[config.mk]
export PLATFORM = sky130hd
export DESIGN_NAME = light_triggered_led_fader
export DESIGN_NICKNAME = d
export VERILOG_FILES = /design/src/sv/lf_pkg.sv /design/src/sv/lf_cfg.sv /design/src/sv/lf_core.sv /design/src/sv/light_triggered_led_fader.sv
export SDC_FILE = /design/constraint.sdc
export NUM_CORES = 1
export LEC_CHECK = 0
export ABC_AREA = 1
export BUFFER_PORTS_ARGS = -buffer_cell sky130_fd_sc_hd__buf_2
export CORE_MARGIN = 10
export CORE_UTILIZATION = 66
export DETAILED_ROUTE_END_ITERATION = 8
export PLACE_DENSITY = 0.95
export SYNTH_ARGS = -nofsm -noshare
export SYNTH_HDL_FRONTEND = slang
export SYNTH_SLANG_ARGS = --single-unit
[constraint.sdc]
create_clock -name i_clk -period 18.15 [get_ports i_clk]
set_clock_uncertainty 0.1 [all_clocks]
set_input_delay 4.5375 -clock i_clk [delete_from_list [all_inputs] [get_ports i_clk]]
set_output_delay 4.5375 -clock i_clk [all_outputs]
set_load 0.005 [all_outputs]
[src/sv/lf_pkg.sv]
package lf_pkg;

    localparam int LIGHT_BITS = 16;

    localparam int THR_W  = 16;
    localparam int CMP_W  = (LIGHT_BITS > THR_W) ? LIGHT_BITS : THR_W;
    localparam int POT_W  = 8;
    localparam int TICK_W = 8;
    localparam int CNT_W  = 16;
    localparam int LVL_W  = 8;
    localparam int MIN_W  = 8;

    localparam int CFG_IDX_W  = 2;
    localparam int CFG_DATA_W = 16;

    localparam int S_FIELDS_W = LIGHT_BITS + POT_W + TICK_W;
    localparam int S_DATA_W   = ((S_FIELDS_W + 7) / 8) * 8;
    localparam int M_FIELDS_W = LVL_W + LVL_W + 2 + 1;
    localparam int M_DATA_W   = ((M_FIELDS_W + 7) / 8) * 8;

    localparam logic [CFG_IDX_W-1:0] CFG_DARK   = 2'd0;
    localparam logic [CFG_IDX_W-1:0] CFG_BRIGHT = 2'd1;
    localparam logic [CFG_IDX_W-1:0] CFG_TPS    = 2'd2;
    localparam logic [CFG_IDX_W-1:0] CFG_MINRS  = 2'd3;

    typedef enum logic [1:0] {
        MODE_OFF  = 2'd0,
        MODE_DAWN = 2'd1,
        MODE_ON   = 2'd2,
        MODE_DUSK = 2'd3
    } t_mode;

    typedef struct packed {
        logic [THR_W-1:0] dark_threshold;
        logic [THR_W-1:0] bright_threshold;
        logic [CNT_W-1:0] ticks_per_step;
        logic [MIN_W-1:0] min_ramp_start;
    } t_cfg;

    typedef struct packed {
        logic             pulse_enable;
        t_mode            fade_mode;
        logic [LVL_W-1:0] brightness;
        logic [LVL_W-1:0] duty_compare;
    } t_result;

endpackage

[src/sv/lf_cfg.sv]
module lf_cfg (
    input  logic                           i_clk,
    input  logic                           i_rst_n,
    input  logic                           i_we,
    input  logic [lf_pkg::CFG_IDX_W-1:0]   i_idx,
    input  logic [lf_pkg::CFG_DATA_W-1:0]  i_wdata,
    output lf_pkg::t_cfg                   o_cfg
);

    lf_pkg::t_cfg r_cfg;

    always_ff @(posedge i_clk) begin
        if (!i_rst_n) begin
            r_cfg.dark_threshold   <= lf_pkg::THR_W'(150);
            r_cfg.bright_threshold <= lf_pkg::THR_W'(200);
            r_cfg.ticks_per_step   <= lf_pkg::CNT_W'(300);
            r_cfg.min_ramp_start   <= lf_pkg::MIN_W'(5);
        end else if (i_we) begin
            unique case (i_idx)
                lf_pkg::CFG_DARK:   r_cfg.dark_threshold   <= i_wdata[lf_pkg::THR_W-1:0];
                lf_pkg::CFG_BRIGHT: r_cfg.bright_threshold <= i_wdata[lf_pkg::THR_W-1:0];
                lf_pkg::CFG_TPS:    r_cfg.ticks_per_step   <= i_wdata[lf_pkg::CNT_W-1:0];
                lf_pkg::CFG_MINRS:  r_cfg.min_ramp_start   <= i_wdata[lf_pkg::MIN_W-1:0];
                default: ;
            endcase
        end
    end

    assign o_cfg = r_cfg;

endmodule

[src/sv/lf_core.sv]
module lf_core (
    input  logic                            i_clk,
    input  logic                            i_rst_n,
    input  logic                            i_step,
    input  lf_pkg::t_cfg                    i_cfg,
    input  logic [lf_pkg::LIGHT_BITS-1:0]   i_light,
    input  logic [lf_pkg::POT_W-1:0]        i_pot,
    input  logic [lf_pkg::TICK_W-1:0]       i_ticks,
    output lf_pkg::t_result                 o_result
);

    localparam int LB = lf_pkg::LIGHT_BITS;

    logic [LB-1:0]                r_la, n_la;
    logic [lf_pkg::POT_W-1:0]     r_pa, n_pa;
    logic [lf_pkg::LVL_W-1:0]     r_lvl, n_lvl;
    lf_pkg::t_mode                r_mode, n_mode;
    logic [lf_pkg::CNT_W-1:0]     r_sec, n_sec;
    logic [lf_pkg::CNT_W-1:0]     r_tick, n_tick;

    logic [LB+5:0]                la_acc;
    logic [lf_pkg::POT_W+3:0]     pa_acc;
    logic [lf_pkg::CNT_W:0]       tick_sum;
    logic [lf_pkg::CNT_W-1:0]     tick_sat;
    logic [lf_pkg::LVL_W-1:0]     dusk_diff;
    logic [lf_pkg::CNT_W-1:0]     pa_ext;
    logic [lf_pkg::CNT_W-1:0]     min_ext;
    logic                         go_dawn;
    logic                         go_dusk;

    always_comb begin
        // average*31 + sample, no wrap before the shift
        la_acc = {1'b0, r_la, 5'b0} - {6'b0, r_la} + {6'b0, i_light};
        n_la   = la_acc[LB+4:5];
        pa_acc = {r_pa, 4'b0} - {4'b0, r_pa} + {4'b0, ~i_pot};
        n_pa   = pa_acc[lf_pkg::POT_W+3:4];

        pa_ext  = {{(lf_pkg::CNT_W-lf_pkg::POT_W){1'b0}}, n_pa};
        min_ext = {{(lf_pkg::CNT_W-lf_pkg::MIN_W){1'b0}}, i_cfg.min_ramp_start};

        tick_sum = {1'b0, r_tick} + {{(lf_pkg::CNT_W+1-lf_pkg::TICK_W){1'b0}}, i_ticks};
        tick_sat = tick_sum[lf_pkg::CNT_W] ? {lf_pkg::CNT_W{1'b1}}
                                           : tick_sum[lf_pkg::CNT_W-1:0];
        n_tick = tick_sat;
        n_sec  = r_sec;
        n_mode = r_mode;
        n_lvl  = r_lvl;
        if (tick_sat > i_cfg.ticks_per_step) begin
            n_tick = '0;
            n_sec  = r_sec + 1'b1;
        end

        go_dawn = (lf_pkg::CMP_W'(n_la) < lf_pkg::CMP_W'(i_cfg.dark_threshold)) &&
                  (r_mode == lf_pkg::MODE_OFF || r_mode == lf_pkg::MODE_DUSK);
        if (go_dawn) begin
            n_tick = '0;
            n_sec  = ({{(lf_pkg::CNT_W-lf_pkg::LVL_W){1'b0}}, r_lvl} < min_ext) ? '0
                     : {{(lf_pkg::CNT_W-lf_pkg::LVL_W){1'b0}}, r_lvl};
            n_mode = lf_pkg::MODE_DAWN;
        end

        dusk_diff = (n_pa > r_lvl) ? (n_pa - r_lvl) : '0;
        go_dusk = (lf_pkg::CMP_W'(n_la) > lf_pkg::CMP_W'(i_cfg.bright_threshold)) &&
                  (n_mode == lf_pkg::MODE_ON || n_mode == lf_pkg::MODE_DAWN);
        if (go_dusk) begin
            n_tick = '0;
            n_sec  = ({{(lf_pkg::CNT_W-lf_pkg::LVL_W){1'b0}}, dusk_diff} < min_ext) ? '0
                     : {{(lf_pkg::CNT_W-lf_pkg::LVL_W){1'b0}}, dusk_diff};
            n_mode = lf_pkg::MODE_DUSK;
        end

        unique case (n_mode)
            lf_pkg::MODE_OFF: n_lvl = '0;
            lf_pkg::MODE_DAWN: begin
                if (n_sec < pa_ext) n_lvl = n_sec[lf_pkg::LVL_W-1:0];
                else                n_mode = lf_pkg::MODE_ON;
            end
            lf_pkg::MODE_ON: n_lvl = n_pa;
            lf_pkg::MODE_DUSK: begin
                if (n_sec < pa_ext) n_lvl = n_pa - n_sec[lf_pkg::LVL_W-1:0];
                else                n_mode = lf_pkg::MODE_OFF;
            end
            default: n_lvl = r_lvl;
        endcase

        o_result.duty_compare = ~n_lvl;
        o_result.brightness   = n_lvl;
        o_result.fade_mode    = n_mode;
        o_result.pulse_enable = (n_mode != lf_pkg::MODE_OFF);
    end

    always_ff @(posedge i_clk) begin
        if (!i_rst_n) begin
            r_la   <= '0;
            r_pa   <= '0;
            r_lvl  <= '0;
            r_mode <= lf_pkg::MODE_OFF;
            r_sec  <= '0;
            r_tick <= '0;
        end else if (i_step) begin
            r_la   <= n_la;
            r_pa   <= n_pa;
            r_lvl  <= n_lvl;
            r_mode <= n_mode;
            r_sec  <= n_sec;
            r_tick <= n_tick;
        end
    end

endmodule

[src/sv/light_triggered_led_fader.sv]
// Channel   | Direction | Payload
// s_axis    | in        | tdata: light_sample, pot_sample, elapsed_ticks
// m_axis    | out       | tdata: duty_compare, brightness, fade_mode, pulse_enable
// cfg       | in        | i_cfg_we / i_cfg_idx / i_cfg_wdata, no read-back
//
// One request per cycle when m_axis_tready is high; through input and result registers.
// The control step is one pass of logic from the input register into state and result.
// Synchronous active-low reset clears state and both valid flags and loads config defaults.
// A stalled result holds; the input register takes a request while a result waits if empty.
module light_triggered_led_fader (
    input  logic                             i_clk,
    input  logic                             i_rst_n,
    input  logic                             s_axis_tvalid,
    output logic                             s_axis_tready,
    // [LIGHT_BITS-1:0] light_sample, then pot_sample, elapsed_ticks
    input  logic [lf_pkg::S_DATA_W-1:0]      s_axis_tdata,
    output logic                             m_axis_tvalid,
    input  logic                             m_axis_tready,
    // [7:0] duty_compare, [15:8] brightness, [17:16] fade_mode, [18] pulse_enable
    output logic [lf_pkg::M_DATA_W-1:0]      m_axis_tdata,
    input  logic                             i_cfg_we,
    input  logic [lf_pkg::CFG_IDX_W-1:0]     i_cfg_idx,
    input  logic [lf_pkg::CFG_DATA_W-1:0]    i_cfg_wdata
);

    localparam int LB = lf_pkg::LIGHT_BITS;

    lf_pkg::t_cfg                    cfg;
    lf_pkg::t_result                 result;
    logic                            r_in_valid;
    logic [lf_pkg::S_FIELDS_W-1:0]   r_in_data;
    logic                            r_out_valid;
    lf_pkg::t_result                 r_out;
    logic                            adv;

    assign adv           = r_in_valid && (!r_out_valid || m_axis_tready);
    assign s_axis_tready = !r_in_valid || adv;

    always_ff @(posedge i_clk) begin
        if (!i_rst_n) begin
            r_in_valid  <= 1'b0;
            r_out_valid <= 1'b0;
        end else begin
            if (s_axis_tready) r_in_valid <= s_axis_tvalid;
            if (adv) r_out_valid <= 1'b1;
            else if (m_axis_tready) r_out_valid <= 1'b0;
        end
    end

    always_ff @(posedge i_clk) begin
        if (s_axis_tready && s_axis_tvalid) r_in_data <= s_axis_tdata[lf_pkg::S_FIELDS_W-1:0];
        if (adv) r_out <= result;
    end

    lf_cfg u_cfg (
        .i_clk   (i_clk),
        .i_rst_n (i_rst_n),
        .i_we    (i_cfg_we),
        .i_idx   (i_cfg_idx),
        .i_wdata (i_cfg_wdata),
        .o_cfg   (cfg)
    );

    lf_core u_core (
        .i_clk    (i_clk),
        .i_rst_n  (i_rst_n),
        .i_step   (adv),
        .i_cfg    (cfg),
        .i_light  (r_in_data[LB-1:0]),
        .i_pot    (r_in_data[LB+lf_pkg::POT_W-1:LB]),
        .i_ticks  (r_in_data[lf_pkg::S_FIELDS_W-1:LB+lf_pkg::POT_W]),
        .o_result (result)
    );

    assign m_axis_tvalid = r_out_valid;
    assign m_axis_tdata  = lf_pkg::M_DATA_W'(r_out);

endmodule

* Yosys cells after proc, flatten, opt, wreduce, memory -nomap -nowiden
Index checks and enable logic that the tools add are counted.
** Cells by class
- Reduce and logical (&&, ||, !) cells :: 19
- Equal/unequal tests :: 9
- Magnitude comparators :: 7
- Bitwise operators :: 2
- Muxes and demuxes :: 20
- Add/sub/neg operators :: 8
** Operators by type and width (number)
- two-way mux 16 bit :: 7
- two-way mux 8 bit :: 5
- > comparator 16 bit :: 2
- one-hot mux 8 bit (4 select lines) :: 1
- adder 21 x 16 -> 21 bit :: 1
- subtractor 21 x 16 -> 21 bit :: 1
- adder 16 x 8 -> 17 bit :: 1
- adder 16 x 1 -> 16 bit, second input constant :: 1
- < comparator 16 bit :: 1
- < comparator 16 x 8 -> 1 bit :: 1
- < comparator 8 bit :: 2
- inverter 8 bit :: 2
- subtractor 8 bit :: 2
- adder 12 x 8 -> 12 bit :: 1
- == test 2 bit, second input constant :: 6
- subtractor 12 x 8 -> 12 bit :: 1
- > comparator 8 bit :: 1
- two-way mux 2 bit :: 4
- AND reduction 2 bit :: 4
- == test 2 x 1 -> 1 bit, second input constant :: 3
- logical NOT 2 bit :: 3
- logical AND 1 bit :: 4
- logical OR 1 bit :: 4
- one-hot mux 2 bit (2 select lines) :: 1
- 3 further kinds :: 6
** Word-level totals
- Logic and storage cells :: 82
- Input port bits :: 55
- Bits in registers :: 175
- Output and inout bits :: 26

* Logic depth before layout (Yosys ltp)
- Word-level depth :: 13
- Depth in mapped cells :: 56
- Mapped depth without buffers :: 55

* By module
Synthesis repeated with hierarchy kept, for this count alone.
** Unflattened totals
- Cells, all modules :: 1637
- Area, all modules :: 12236.7 um^2
** By module, submodules not included
- lf_core :: instances 1, cells an instance 1227, area each 8246.7 um^2, sequential area each 1321.3 um^2
- lf_cfg :: instances 1, cells an instance 340, area each 2322.2 um^2, sequential area each 1121.1 um^2
- light_triggered_led_fader :: instances 1, cells an instance 70, area each 1667.8 um^2, sequential area each 1571.5 um^2

* Worst setup path after synthesis
Ideal clock, no wire load.
- Path type :: input-to-output
- Start point :: in m_axis_tready
- End point :: out s_axis_tready
- Required time :: 13.512 ns
- Arrival time :: 4.686 ns
- Slack :: 8.826 ns
- Buffers on the path :: 0
- Stages :: 2
- Cell sequence :: inv_1 -> nand3_1
** Between the ends
- Cells in the longest elaborated chain, start to end :: 3
** RTL lines
- from (decl) :: RTL line light_triggered_led_fader.sv:18 : input logic m_axis_tready,
- logical OR 1 bit :: RTL line light_triggered_led_fader.sv:36 : assign adv = r_in_valid && (!r_out_valid || m_axis_tready);
- logical AND 1 bit :: RTL line light_triggered_led_fader.sv:36
- logical OR 1 bit :: RTL line light_triggered_led_fader.sv:37 : assign s_axis_tready = !r_in_valid || adv;
- to (decl) :: RTL line light_triggered_led_fader.sv:14 : output logic s_axis_tready,
Every way passes these cells.

* Worst setup path after layout
Ends and elaborated chain as after synthesis.

==> impl_metrics.toml <==
[sta]
period_needed_ps = 9590
relSlewSlack_pct = 28.8
finalSetupViolations = 0
period_share_pct = 52.9
setup_tns_ps = 0
maxSlewViolCount = 0
tightest_slew_ps = 1060
fmax_ghz = 0.104
finalHoldViolations = 0
rsz0062_at_grt = "no"
finalWorstSetupSlack_ps = 8560
holdWs_ps = 366

[pwr]
leakagePower_nw = 5.96
ir_worst_vdd_v = 0.000113
cellPowerDensity_nw_per_um2 = 171

[floorplanning]
core_area_um2 = 16800
start_util_pct = 67.9
fp.dieH_um = 151
dieWidth_um = 151
fp-row-count = 47
die-area_um2 = 22900
io_pins = 81

[clocking]
htree_num_levels = 4
clk_pin_slew_ps = 60
cts_resized = 0
postCtsSetupRepairBufs = 0
insertion_delay_ps = 450
cts_buffers = 17
cts_tree = "done"
root_buffer = "clkbuf_16"
hold_buffers = 0
clock_path_buffers = 2
clock-sinks = 175

[critical_path]
cp-start-kind = "primary input"
cp_common_cell = "buf_2"
crit_chain = "buf_2 -> inv_1 -> nand3_1 -> buf_2"
cp.arrival_ps = 4960
critical_path.top_delay_family = "buffers and inverters"
critical_path_class = "in -> out"
end_kind = "output pin"
reg2reg_slack_ps = 9910
path_buf_inv = 3
crit_slowest_cell = "buf_2"
max_stage_delay_ps = 150
critPathRequiredTime_ps = 13510
crit_fanout = 3

[synth]
yosys_warnings = 0
synthFlopType = "dfxtp_1"
ys_ff_latch = 175
synthCells = 1471
synthArstFlopShare_pct = 0
synth_cell_type_count = 47
avgSynthCellArea_um2 = 7.74
synth_edf_count = 51
yosysSeqAreaShare_pct = 35.3
synth_area_um2 = 11400

[status]
failed_checks = "DRC"
status = "complete, but fails checks"

[place]
hpwl_um = 20600
dp_worst_setup_slack_ps = 8550
port_buffers = 75
place.gp.congestion = 0.999
dp_cells = 1728

[detailed_routing]
vias_per_cell = 5.83
drc = 1
num_vias = 10258
first_pass_iters = 9
drtIter0Drc = 1159
post_drt_wl_per_cell_um = 16.2
drt-total-wl_um = 28500
detail-route-antenna-nets = 0

[grt]
antenna_found_initial = 0
grt_pass1_vias = 10010
grt_max_degree = 83
overflow = 0
track_usage_pct = 25.0
grt_pass1_wl_um = 46500

[cells_and_area]
fin_util_pct = 74.2
fillers = 1139
fin_nets = 1727
drive_gt1_share_pct = 9.74
antenna_cells = 0
fin_cells = 1760
areaGrowthSynthToFinish_pct = 9.18

[hold_path]
hp-class = "reg -> reg"

[run]
maxCapViolations = 0
[worst paths after layout]
check	from	end	depth (start not counted)
max	m_axis_tready	s_axis_tready	4
min	u_cfg.o_cfg[54]$_SDFFE_PN0P_	u_cfg.o_cfg[54]$_SDFFE_PN0P_	2
max reg2reg	r_in_data[2]$_DFFE_PP_	m_axis_tdata[13]$_DFFE_PP_	49
min reg2reg	u_cfg.o_cfg[54]$_SDFFE_PN0P_	u_cfg.o_cfg[54]$_SDFFE_PN0P_	2
[routing by layer]
| metal | up-vias | part of all wire (%) | routed length [um] | global-route usage (%) |
|---|---|---|---|---|
| li1 | 4931 | - | - | - |
| met1 | 4670 | 40 | 11300 | 29.8 |
| met2 | 530 | 47 | 13500 | 42.0 |
| met3 | 127 | 8.9 | 2550 | 5.64 |
| met4 | 0 | 4.0 | 1150 | 11.8 |
| met5 | - | 0 | 0 | 0 |
[cell type report]
class | count | area (um^2) | area share [%]
clock buffer | 20 | 447 | 3.59
clock inverter | 12 | 119 | 0.956
inverter | 258 | 968 | 7.79
multi-input combinational | 995 | 6190 | 49.8
sequential | 175 | 4010 | 32.3
tap | 220 | 275 | 2.21
timing repair buffer | 80 | 413 | 3.32
[cells in the mapped netlist (2+ instances only)]
cell type	n	area [um^2]
nand2_1	263	987
inv_1	253	950
a21oi_1	172	861
ha_1	127	1590
o21ai_0	125	626
dfxtp_1	124	2480
nor2_1	77	289
edfxtp_1	51	1530
nand3_1	48	240
xor2_1	34	298
clkbuf_1	31	116
fa_1	18	360
o211ai_1	18	135
nand4_1	12	75.1
xnor2_1	11	96.3
o21bai_1	9	67.6
nand2_2	8	50.1
nor2_2	8	50.1
buf_2	7	35.0
buf_4	7	52.6
a21oi_2	6	52.6
o21ai_1	6	30.0
nor3_1	5	25.0
or2_2	5	31.3
a21o_1	4	30.0
clkinv_1	4	15.0
nor4_1	4	25.0
a31oi_1	3	18.8
nand3_2	3	30.0
nand3b_1	3	22.5
o21a_1	3	22.5
o21ai_2	3	26.3
a211oi_1	2	15.0
a21boi_0	2	15.0
buf_6	2	22.5
o221ai_1	2	17.5
[flip-flops by register name, summed over array words and instances (netlist names)]
signal,count
u_cfg.o_cfg,56
u_core.r_lvl,8
u_core.r_sec,16
r_in_valid,1
u_core.r_mode,2
u_core.r_tick,16
u_core.r_pa,8
r_in_data,32
u_core.r_la,16
m_axis_tdata,19
m_axis_tvalid,1
[worst reg2reg max path, delay by kind of cell (launching register included)]
kind	cells	cell delay, ps
DFF	1	390
adders and majority gates	4	1060
and+or+nand+nor	29	3730
AOI/OAI and AO/OA	11	2120
buffers and inverters	5	610
[cell usage in the layout (no fill, tap or decap), drive strengths merged, types with 5 or more instances in the layout]
master,instances
nand2,272
inv,264
a21oi,178
o21ai,134
ha,127
dfxtp,124
nor2,85
buf,80
edfxtp,51
nand3,51
xor2,34
clkbuf,20
o211ai,18
fa,18
nand4,12
xnor2,12
o21bai,9
or2,6
nor3,6
clkinv,6
conb,5
[logic make-up (layout without fill, tap and decap cells)]
group	Yosys count	count (layout)	share of synthesized area, %
xor+xnor	46	46	3.60
compound gates	359	359	17.1
other cells	1	5	0.0329
buf+inv	305	370	10.5
flops	175	175	35.3
simple gates	440	440	16.4
fa+ha+maj	145	145	17.1
[through the flow]
stage / total power [W] / area, um^2
after global placement: 0.00164 / 11900
after floorplan: 0.00144 / 11400
after global routing: 0.00229 / 12400
after CTS: 0.00209 / 12400
after detailed placement: 0.00171 / 11900
final: 0.00212 / 12400
[where the power goes]
group,internal [W],switching (W)
Sequential,0.000468,0.0000235
Clock,0.000186,0.000172
Combinational,0.000435,0.000838
(Power assumes the default switching activity.)
